--- src/rtl/core/stt_pkg.sv ---
package stt_pkg;

  localparam int SLOTS_DEFAULT = 32;
  localparam int TPM_W = 11;
  localparam int PERIOD_W = 31;
  localparam int OWNER_W = 24;
  localparam int PROD_W = PERIOD_W + TPM_W;

  localparam logic [TPM_W-1:0] TPM_RESET = 11'd32;
  localparam logic [PERIOD_W-1:0] NONE_ALARM = 31'h7fffffff;

  localparam logic [1:0] OP_START = 2'd0;
  localparam logic [1:0] OP_CANCEL = 2'd1;
  localparam logic [1:0] OP_TIMEUP = 2'd2;

  localparam logic KIND_NOTICE = 1'b0;
  localparam logic KIND_DONE = 1'b1;

  localparam logic [1:0] ERR_OK = 2'd0;
  localparam logic [1:0] ERR_FULL = 2'd1;
  localparam logic [1:0] ERR_SAT = 2'd2;

  typedef struct packed {
    logic [OWNER_W-1:0] owner;
    logic [PERIOD_W-1:0] remaining;
  } slot_entry_t;

  typedef struct packed {
    logic kind;
    logic [7:0] client;
    logic [15:0] timer;
    logic [PERIOD_W-1:0] alarm_ticks;
    logic rearm;
    logic [1:0] error;
    logic last;
  } result_t;

endpackage

--- src/rtl/core/stt_slot_ram.sv ---
module stt_slot_ram import stt_pkg::*; #(
  parameter int SLOTS = SLOTS_DEFAULT,
  parameter int AW = $clog2(SLOTS)
) (
  input  logic        clk,
  input  logic [AW-1:0] rd_addr,
  output slot_entry_t rd_data,
  input  logic        wr_en,
  input  logic [AW-1:0] wr_addr,
  input  slot_entry_t wr_data
);

  slot_entry_t mem [SLOTS];

  always_ff @(posedge clk) begin
    if (wr_en) begin
      mem[wr_addr] <= wr_data;
    end
    rd_data <= mem[rd_addr];
  end

endmodule

--- src/rtl/core/stt_scale.sv ---
module stt_scale import stt_pkg::*; (
  input  logic                clk,
  input  logic                load,
  input  logic [PERIOD_W-1:0] period_ms,
  input  logic [TPM_W-1:0]    ticks_per_ms,
  output logic [PERIOD_W-1:0] scaled,
  output logic                sat
);

  logic [TPM_W-1:0] tpm_eff;
  logic [TPM_W-1:0] tpm;
  logic [PROD_W-1:0] product;
  logic [PROD_W:0] reach;

  // A zero register value scales as one tick per millisecond.
  assign tpm_eff = (ticks_per_ms == '0) ? TPM_W'(1) : ticks_per_ms;

  always_ff @(posedge clk) begin
    if (load) begin
      product <= PROD_W'(period_ms) * PROD_W'(tpm_eff);
      tpm <= tpm_eff;
    end
  end

  // period >= M / t (integer) holds exactly when (period + 1) * t > M.
  assign reach = {1'b0, product} + (PROD_W + 1)'(tpm);
  assign sat = reach > (PROD_W + 1)'(NONE_ALARM);
  assign scaled = (product > PROD_W'(NONE_ALARM)) ? NONE_ALARM : product[PERIOD_W-1:0];

endmodule

--- src/rtl/core/stt_engine.sv ---
module stt_engine import stt_pkg::*; #(
  parameter int SLOTS = SLOTS_DEFAULT,
  parameter int AW = $clog2(SLOTS)
) (
  input  logic                clk,
  input  logic                rst,
  input  logic                start,
  output logic                busy,
  input  logic [1:0]          op,
  input  logic [7:0]          client,
  input  logic [15:0]         timer_num,
  input  logic [PERIOD_W-1:0] elapsed_ticks,
  input  logic [PERIOD_W-1:0] scaled,
  input  logic                sat,
  output logic [AW-1:0]       rd_addr,
  input  slot_entry_t         rd_data,
  output logic                wr_en,
  output logic [AW-1:0]       wr_addr,
  output slot_entry_t         wr_data,
  output logic                strobe,
  output result_t             res
);

  localparam int CW = $clog2(SLOTS + 1);

  localparam logic [1:0] ST_IDLE = 2'd0;
  localparam logic [1:0] ST_WALK = 2'd1;
  localparam logic [1:0] ST_FINISH = 2'd2;

  logic [1:0] state;
  logic [CW-1:0] cnt;
  logic proc_vld;
  logic [AW-1:0] proc_idx;
  logic [1:0] item_op;
  logic [OWNER_W-1:0] item_owner;
  logic [PERIOD_W-1:0] item_elapsed;
  logic [PERIOD_W-1:0] alarm;
  logic [AW-1:0] first_free;
  logic found;
  logic [SLOTS-1:0] valid;

  logic issue;
  logic slot_hit;
  logic owner_match;
  logic expired;
  logic [PERIOD_W-1:0] remain_left;
  logic do_clear;
  logic do_notice;
  logic do_charge;
  logic post_free;
  logic place;
  logic [PERIOD_W-1:0] final_alarm;
  logic [1:0] final_err;
  logic charging_op;

  assign busy = (state != ST_IDLE);
  assign issue = (state == ST_WALK) && (cnt < CW'(SLOTS));
  assign rd_addr = cnt[AW-1:0];

  // The slot read in the previous cycle is modified and written back this cycle.
  assign charging_op = (item_op == OP_START) || (item_op == OP_TIMEUP);
  assign slot_hit = proc_vld && valid[proc_idx];
  assign owner_match = ((item_op == OP_START) || (item_op == OP_CANCEL)) &&
                       (rd_data.owner == item_owner);
  assign expired = rd_data.remaining <= item_elapsed;
  assign remain_left = rd_data.remaining - item_elapsed;
  assign do_clear = slot_hit && (owner_match || (charging_op && expired));
  assign do_notice = slot_hit && !owner_match && charging_op && expired;
  assign do_charge = slot_hit && !owner_match && charging_op && !expired;
  assign post_free = proc_vld && (!valid[proc_idx] || do_clear);

  assign place = (item_op == OP_START) && (scaled != '0) && found;
  assign final_alarm = (place && (scaled < alarm)) ? scaled : alarm;

  always_comb begin
    final_err = ERR_OK;
    if (item_op == OP_START) begin
      if ((scaled != '0) && !found) begin
        final_err = ERR_FULL;
      end else if (sat) begin
        final_err = ERR_SAT;
      end
    end
  end

  always_comb begin
    if (state == ST_FINISH) begin
      wr_en = place;
      wr_addr = first_free;
      wr_data = '{owner: item_owner, remaining: scaled};
    end else begin
      wr_en = do_charge;
      wr_addr = proc_idx;
      wr_data = '{owner: rd_data.owner, remaining: remain_left};
    end
  end

  always_ff @(posedge clk) begin
    if (rst) begin
      state <= ST_IDLE;
      valid <= '0;
      strobe <= 1'b0;
      proc_vld <= 1'b0;
      cnt <= '0;
      found <= 1'b0;
    end else begin
      strobe <= 1'b0;
      unique case (state)
        ST_IDLE: begin
          if (start) begin
            item_op <= op;
            item_owner <= {client, timer_num};
            item_elapsed <= elapsed_ticks;
            alarm <= NONE_ALARM;
            found <= 1'b0;
            cnt <= '0;
            proc_vld <= 1'b0;
            if ((op == OP_START) || (op == OP_CANCEL) || (op == OP_TIMEUP)) begin
              state <= ST_WALK;
            end else begin
              state <= ST_FINISH;
            end
          end
        end
        ST_WALK: begin
          proc_vld <= issue;
          proc_idx <= rd_addr;
          if (issue) begin
            cnt <= cnt + CW'(1);
          end
          if (do_clear) begin
            valid[proc_idx] <= 1'b0;
          end
          if (do_charge && (remain_left < alarm)) begin
            alarm <= remain_left;
          end
          if (post_free && !found) begin
            found <= 1'b1;
            first_free <= proc_idx;
          end
          if (do_notice) begin
            strobe <= 1'b1;
            res <= '{kind: KIND_NOTICE, client: rd_data.owner[23:16],
                     timer: rd_data.owner[15:0], alarm_ticks: '0, rearm: 1'b0,
                     error: ERR_OK, last: 1'b0};
          end
          if (proc_vld && (proc_idx == AW'(SLOTS - 1))) begin
            state <= ST_FINISH;
          end
        end
        ST_FINISH: begin
          if (place) begin
            valid[first_free] <= 1'b1;
          end
          strobe <= 1'b1;
          res <= '{kind: KIND_DONE, client: '0, timer: '0,
                   alarm_ticks: charging_op ? final_alarm : '0,
                   rearm: charging_op, error: final_err, last: 1'b1};
          state <= ST_IDLE;
        end
        default: begin
          state <= ST_IDLE;
        end
      endcase
    end
  end

endmodule

--- src/rtl/core/software_timer_table.sv ---
// Start, cancel and timeup walk every slot once, paced by the one-read-per-cycle slot
// memory; busy stays high through the walk. Expiry items leave at most one per cycle
// during the walk, and the done item comes last, as busy falls. Other op codes skip
// the walk and go straight to the finishing state.
// Results are strobed for one cycle each; the receiver cannot stall them.
// Synchronous reset clears all slots and sets ticks_per_ms to 32.
module software_timer_table import stt_pkg::*; #(
  parameter int SLOTS = SLOTS_DEFAULT
) (
  input  logic                clk,
  input  logic                rst,
  input  logic                start,
  output logic                busy,
  input  logic [1:0]          op,
  input  logic [7:0]          client,
  input  logic [15:0]         timer_num,
  input  logic [PERIOD_W-1:0] period_ms,
  input  logic [PERIOD_W-1:0] elapsed_ticks,
  input  logic                cfg_valid,
  output logic                cfg_ready,
  input  logic [TPM_W-1:0]    cfg_data,
  output logic                strobe,
  output logic                kind,
  output logic [7:0]          expired_client,
  output logic [15:0]         expired_timer,
  output logic [PERIOD_W-1:0] alarm_ticks,
  output logic                rearm,
  output logic [1:0]          error,
  output logic                last
);

  localparam int AW = $clog2(SLOTS);

  logic [TPM_W-1:0] ticks_per_ms;
  logic [PERIOD_W-1:0] scaled;
  logic sat;
  logic [AW-1:0] rd_addr;
  slot_entry_t rd_data;
  logic wr_en;
  logic [AW-1:0] wr_addr;
  slot_entry_t wr_data;
  result_t res;

  assign cfg_ready = !busy;

  always_ff @(posedge clk) begin
    if (rst) begin
      ticks_per_ms <= TPM_RESET;
    end else if (cfg_valid && cfg_ready) begin
      ticks_per_ms <= cfg_data;
    end
  end

  stt_scale u_scale (
    .clk          (clk),
    .load         (start && !busy),
    .period_ms    (period_ms),
    .ticks_per_ms (ticks_per_ms),
    .scaled       (scaled),
    .sat          (sat)
  );

  stt_slot_ram #(.SLOTS(SLOTS), .AW(AW)) u_ram (
    .clk     (clk),
    .rd_addr (rd_addr),
    .rd_data (rd_data),
    .wr_en   (wr_en),
    .wr_addr (wr_addr),
    .wr_data (wr_data)
  );

  stt_engine #(.SLOTS(SLOTS), .AW(AW)) u_engine (
    .clk           (clk),
    .rst           (rst),
    .start         (start),
    .busy          (busy),
    .op            (op),
    .client        (client),
    .timer_num     (timer_num),
    .elapsed_ticks (elapsed_ticks),
    .scaled        (scaled),
    .sat           (sat),
    .rd_addr       (rd_addr),
    .rd_data       (rd_data),
    .wr_en         (wr_en),
    .wr_addr       (wr_addr),
    .wr_data       (wr_data),
    .strobe        (strobe),
    .res           (res)
  );

  assign kind = res.kind;
  assign expired_client = res.client;
  assign expired_timer = res.timer;
  assign alarm_ticks = res.alarm_ticks;
  assign rearm = res.rearm;
  assign error = res.error;
  assign last = res.last;

  // Only the done item is final, and it is always of the done kind.
  a_last_is_done: assert property (@(posedge clk) disable iff (rst)
    strobe && last |-> kind == KIND_DONE)
    else $error("final item is not a done item");

  // Expiry items appear only while an operation is still in progress.
  a_notice_busy: assert property (@(posedge clk) disable iff (rst)
    strobe && !last |-> busy)
    else $error("expiry item outside an operation");

  // An accepted operation always occupies the block in the next cycle.
  a_accept_busy: assert property (@(posedge clk) disable iff (rst)
    start && !busy |=> busy && !(strobe && last))
    else $error("operation finished without walking");

endmodule
--- config.mk ---
export PLATFORM = sky130hd
export DESIGN_NAME = software_timer_table
export DESIGN_NICKNAME = d
export VERILOG_FILES = /design/src/rtl/core/stt_pkg.sv /design/src/rtl/core/stt_slot_ram.sv /design/src/rtl/core/stt_scale.sv /design/src/rtl/core/stt_engine.sv /design/src/rtl/core/software_timer_table.sv
export SDC_FILE = /design/constraint.sdc
export NUM_CORES = 2
export LEC_CHECK = 0
export BUFFER_PORTS_ARGS = -buffer_cell sky130_fd_sc_hd__buf_2
export CAP_MARGIN = 20
export CELL_PAD_IN_SITES_DETAIL_PLACEMENT = 1
export CELL_PAD_IN_SITES_GLOBAL_PLACEMENT = 1
export CORE_UTILIZATION = 37
export CTS_CLUSTER_DIAMETER = 150
export DETAILED_ROUTE_END_ITERATION = 8
export PLACE_DENSITY_LB_ADDON = 0.1
export SLEW_MARGIN = 40
export SYNTH_ARGS = -nofsm -noshare
export SYNTH_HDL_FRONTEND = slang
export SYNTH_SLANG_ARGS = --single-unit
--- constraint.sdc ---
create_clock -name clk -period 7.55 [get_ports clk]
set_input_delay 1.51 -clock clk [delete_from_list [all_inputs] [get_ports clk]]
set_output_delay 1.51 -clock clk [all_outputs]
set_load 0.02 [all_outputs]
==> implementation parameters <==
Parameter                              Value

Status
  Run status ... finished, final reports clean

Cells and area
  Finished layout cell area ... 106800 sq um
  Net count of the finished layout ... 6111
  Fraction of layout cells with a size suffix above 1 ... 23.51%
  Signed area change from the synthesized netlist to the final layout ... 14.23%
  Filler cells ... 23990
  Finished Layout Cells ... 9090
  Fraction of the core area covered by cells at the end of the flow ... 42.52%

Clock tree
  CTS hold repair buffers ... 0
  Clk sinks ... 2079
  Clock Tree Buf Depth ... 3
  TritonCTS clock tree ... done
  Clock latency at the later pin of the worst-skew pair ... 890 ps
  Number of setup buffers added after CTS ... 0
  Total CTS buffers ... 217
  Post-cts gate resize count ... 0
  Reg clk slew, reported paths ... 60 ps
  CTS H-tree lvls ... 4
  Clock tree root buffer cell ... sky130_fd_sc_hd__clkbuf_16

Synthesis
  Most numerous cell types in the synthesized netlist ... sky130_fd_sc_hd__edfxtp_1, sky130_fd_sc_hd__mux4_2, sky130_fd_sc_hd__inv_1, sky130_fd_sc_hd__nand2_1, sky130_fd_sc_hd__fa_1
  Most repeated cell in the gate-level netlist after synthesis ... sky130_fd_sc_hd__edfxtp_1
  Netlist cell types ... 96
  Main flop type after synthesis ... sky130_fd_sc_hd__edfxtp_1
  Number of instances in the synthesized netlist ... 5301
  Area leader, netlist ... sky130_fd_sc_hd__edfxtp_1
  Area contributors post-synth ... sky130_fd_sc_hd__edfxtp_1, sky130_fd_sc_hd__mux4_2, sky130_fd_sc_hd__fa_1, sky130_fd_sc_hd__ha_1, sky130_fd_sc_hd__dfxtp_1
  Sequential-to-total area share from yosys stat ... 65.61%
  Post-synthesis net count ... 5852
  Fraction of post-synthesis cell area in the top cell type by area ... 63.27%
  Synth Cell Area ... 93490 sq um
  Count of flip-flops with a built-in enable after synthesis ... 1970
  FFs w/ async S/R, synth ... 0%
  Syn avg cell area ... 17.64 sq um
  Count of warnings emitted by yosys ... 0
  Flop and latch count out of synthesis ... 2079

Power
  Ratio of total power to cell area ... 270.5 nW/um^2
  Leakage ... 35.60 nW
  IR drop worst, VDD ... 0.2232 mV

Global routing
  Number of global-route vias before repair ... 52820
  Total global-route track usage ... 21.33%
  Total gr overflow ... 0
  Wire length of the first global-routing pass ... 390700 um
  Number of antenna violations at the first check in global routing ... 16
  Largest net degree at the start of global routing ... 87

Worst setup path
  Slowest library cell on the worst path ... sky130_fd_sc_hd__dfxtp_1
  Top Family by Delay on Critical Path ... adder cells
  CP Cell Sequence ... buf_4 > and2_1 > fa_1 > fa_1 > fa_1 > fa_1 > inv_1 > fa_1 > inv_1 > ha_1 > a21oi_1 > o21bai_1 > a21o_1 > a2111oi_0 > o211ai_1 > a31oi_1 > o21ai_0 > xor2_1
  CP bufs+invs ... 3
  Element type at the critical path start ... register
  CP Class ... register to register
  Slowest cell delay on critical path ... 740 ps
  Worst Path Required ... 8090 ps
  Most used cell, CP ... sky130_fd_sc_hd__fa_1
  Worst Setup End Kind ... register
  Critical path data arrival time ... 6990 ps
  Worst-case register-to-register setup slack ... 1100 ps
  CP max FO ... 23

Place
  Number of cells in the design after placement ... 8684
  Routability congestion estimate from global placement ... 0.8255
  Dpl hpwl ... 161200 um
  Area of placed instances ... 99700 sq um
  Setup slack at placement ... 291.0 ps
  Count of buffers from port buffering ... 165

Floorplanning
  Die Width ... 504.7 um
  Effective utilization at floorplan ... 37.22%
  Number of placement rows ... 184
  IO Count ... 166
  Floorplan Core Area ... 251200 sq um
  Die Outline Area ... 254700 sq um
  Die Y-Extent ... 504.7 um

STA
  Share of the clock period used by the worst path after layout ... 85.43%
  Upper clock frequency limit ... 0.1550 GHz
  Setup repair after global routing missed its margin ... no
  Count of pins over their slew limit ... 0
  Setup skew after layout ... 97.17 ps
  Max transition margin ... 41.66%
  Final Worst Setup Slack ... 1100 ps
  Final critical-path required period ... 6450 ps
  Worst Tran Pin Value ... 875.1 ps
  Final-layout setup total negative slack ... 0 ps
  Hold violation count in the final report ... 0
  Setup violations, final ... 0

Drt
  Detail Route Antenna Nets ... 0
  Drt first pass iters ... 5
  Drt first-iter violations ... 4769
  Routed Wire Length ... 271600 um
  DRC ... 0
  Post-DR vias/cell ... 5.456
  Overall via count from detail_route ... 49590
  Final routed wire length divided by cell count ... 29.88 um

Min path
  Worst hold path type ... register to register

Run
  Total of max-cap violations ... 0
-- path summary, 6_finish.rpt --
kind,start,to,cells past startpoint
max,ticks_per_ms[7]$_SDFFE_PP0P_,u_scale.product[34]$_DFFE_PP_,18
min,ticks_per_ms[0]$_SDFFE_PP0P_,ticks_per_ms[0]$_SDFFE_PP0P_,2
max reg2reg,ticks_per_ms[7]$_SDFFE_PP0P_,u_scale.product[34]$_DFFE_PP_,18
min reg2reg,ticks_per_ms[0]$_SDFFE_PP0P_,ticks_per_ms[0]$_SDFFE_PP0P_,2
-- layer usage --
metal	vias to the layer above	wire length (um)	global-route usage (%)	part of all wire [%]
li1	21000	-	-	-
met1	27140	127300	31.61	47
met2	1170	128000	33.91	47
met3	287	11550	2.562	4.3
met4	0	4852	4.179	1.8
met5	-	0	0	0
-- state kept, by name, indices dropped and copies added (netlist names), 2 cells and up --
| signal | flops |
|---|---|
| ticks_per_ms | 11 |
| u_engine.alarm | 31 |
| u_engine.item_owner | 24 |
| u_engine.item_elapsed | 31 |
| u_ram.mem | 1760 |
| u_scale.product | 42 |
| u_ram.rd_data | 55 |
| u_engine.state | 2 |
| u_engine.valid | 32 |
| u_engine.proc_idx | 5 |
| u_engine.item_op | 2 |
| u_engine.res | 59 |
| u_scale.tpm | 11 |
| u_engine.first_free | 5 |
| u_engine.cnt | 6 |
-- tightest hold or removal path: cells and delay by family, from the launching register on --
family             cells  cell delay, ps
AOI/OAI and AO/OA      1              60
and+or+nand+nor        1              60
DFF                    1             320
-- layout by cell type (no fill, tap or decap), types with 26 or more instances in the layout --
cell type / synthesis / routed
sky130_fd_sc_hd__mux2_2: 63 / 63
sky130_fd_sc_hd__clkbuf_16: 0 / 218
sky130_fd_sc_hd__xor2_1: 32 / 32
sky130_fd_sc_hd__o21ai_0: 93 / 78
sky130_fd_sc_hd__buf_2: 8 / 165
sky130_fd_sc_hd__a21oi_1: 116 / 105
sky130_fd_sc_hd__xnor2_1: 54 / 54
sky130_fd_sc_hd__fa_1: 262 / 262
sky130_fd_sc_hd__dfxtp_1: 109 / 104
sky130_fd_sc_hd__clkinv_2: 0 / 26
sky130_fd_sc_hd__a21o_1: 86 / 62
sky130_fd_sc_hd__buf_4: 4 / 76
sky130_fd_sc_hd__a211oi_1: 38 / 38
sky130_fd_sc_hd__nand2b_1: 29 / 29
sky130_fd_sc_hd__inv_1: 369 / 368
sky130_fd_sc_hd__nor3_1: 28 / 27
sky130_fd_sc_hd__buf_12: 0 / 48
sky130_fd_sc_hd__nor2b_1: 37 / 37
sky130_fd_sc_hd__nor2_1: 163 / 130
sky130_fd_sc_hd__clkbuf_1: 205 / 66
sky130_fd_sc_hd__and2_1: 196 / 196
sky130_fd_sc_hd__nor2_4: 0 / 33
sky130_fd_sc_hd__mux4_2: 550 / 550
sky130_fd_sc_hd__nand3_1: 31 / 31
sky130_fd_sc_hd__a21o_2: 3 / 27
sky130_fd_sc_hd__clkinv_1: 0 / 39
sky130_fd_sc_hd__nand2_1: 301 / 301
sky130_fd_sc_hd__edfxtp_1: 1970 / 1970
sky130_fd_sc_hd__ha_1: 186 / 185
sky130_fd_sc_hd__o311ai_0: 33 / 32
sky130_fd_sc_hd__nand4_1: 33 / 33
-- final cells by class --
type / count / area, sq um / area share [%]
antenna: 4 / 10.01 / 0.009373
clock buffer: 295 / 5854 / 5.482
clock inverter: 102 / 1116 / 1.045
inverter: 369 / 1385 / 1.297
multi-input combinational: 2581 / 30110 / 28.19
sequential: 2079 / 61360 / 57.45
tap: 3348 / 4189 / 3.922
timing repair buffer: 312 / 2774 / 2.597
-- report_power, final --
| group | internal (W) | total [W] | switching [W] |
|---|---|---|---|
| Combinational | 0.00166 | 0.00472 | 0.00306 |
| Clock | 0.00593 | 0.0105 | 0.00459 |
| Sequential | 0.0134 | 0.0137 | 0.000227 |
| Total | 0.0210 | 0.0289 | 0.00787 |
-- through the flow --
step / total power (W) / hold WS [ps]
finish: 0.02889 / 475.1
global placement: 0.01864 / 457.6
floorplan: 0.01695 / 406.4
global route: 0.03011 / 502.7
CTS: 0.02927 / 477.7
detailed placement: 0.01870 / 463.7
-- logic make-up after synthesis --
| group | count (synthesis) | synth area share, % |
|---|---|---|
| adder cells (fa/ha/maj) | 448 | 8.099 |
| buffers and inverters | 641 | 2.697 |
| XOR/XNOR | 86 | 0.8056 |
| multiplexers | 637 | 14.27 |
| flip-flops | 2079 | 65.61 |
| AND/OR/NAND/NOR | 906 | 4.827 |
| AO/OA/AOI/OAI | 504 | 3.698 |
Power figures use the tool's default switching activity.
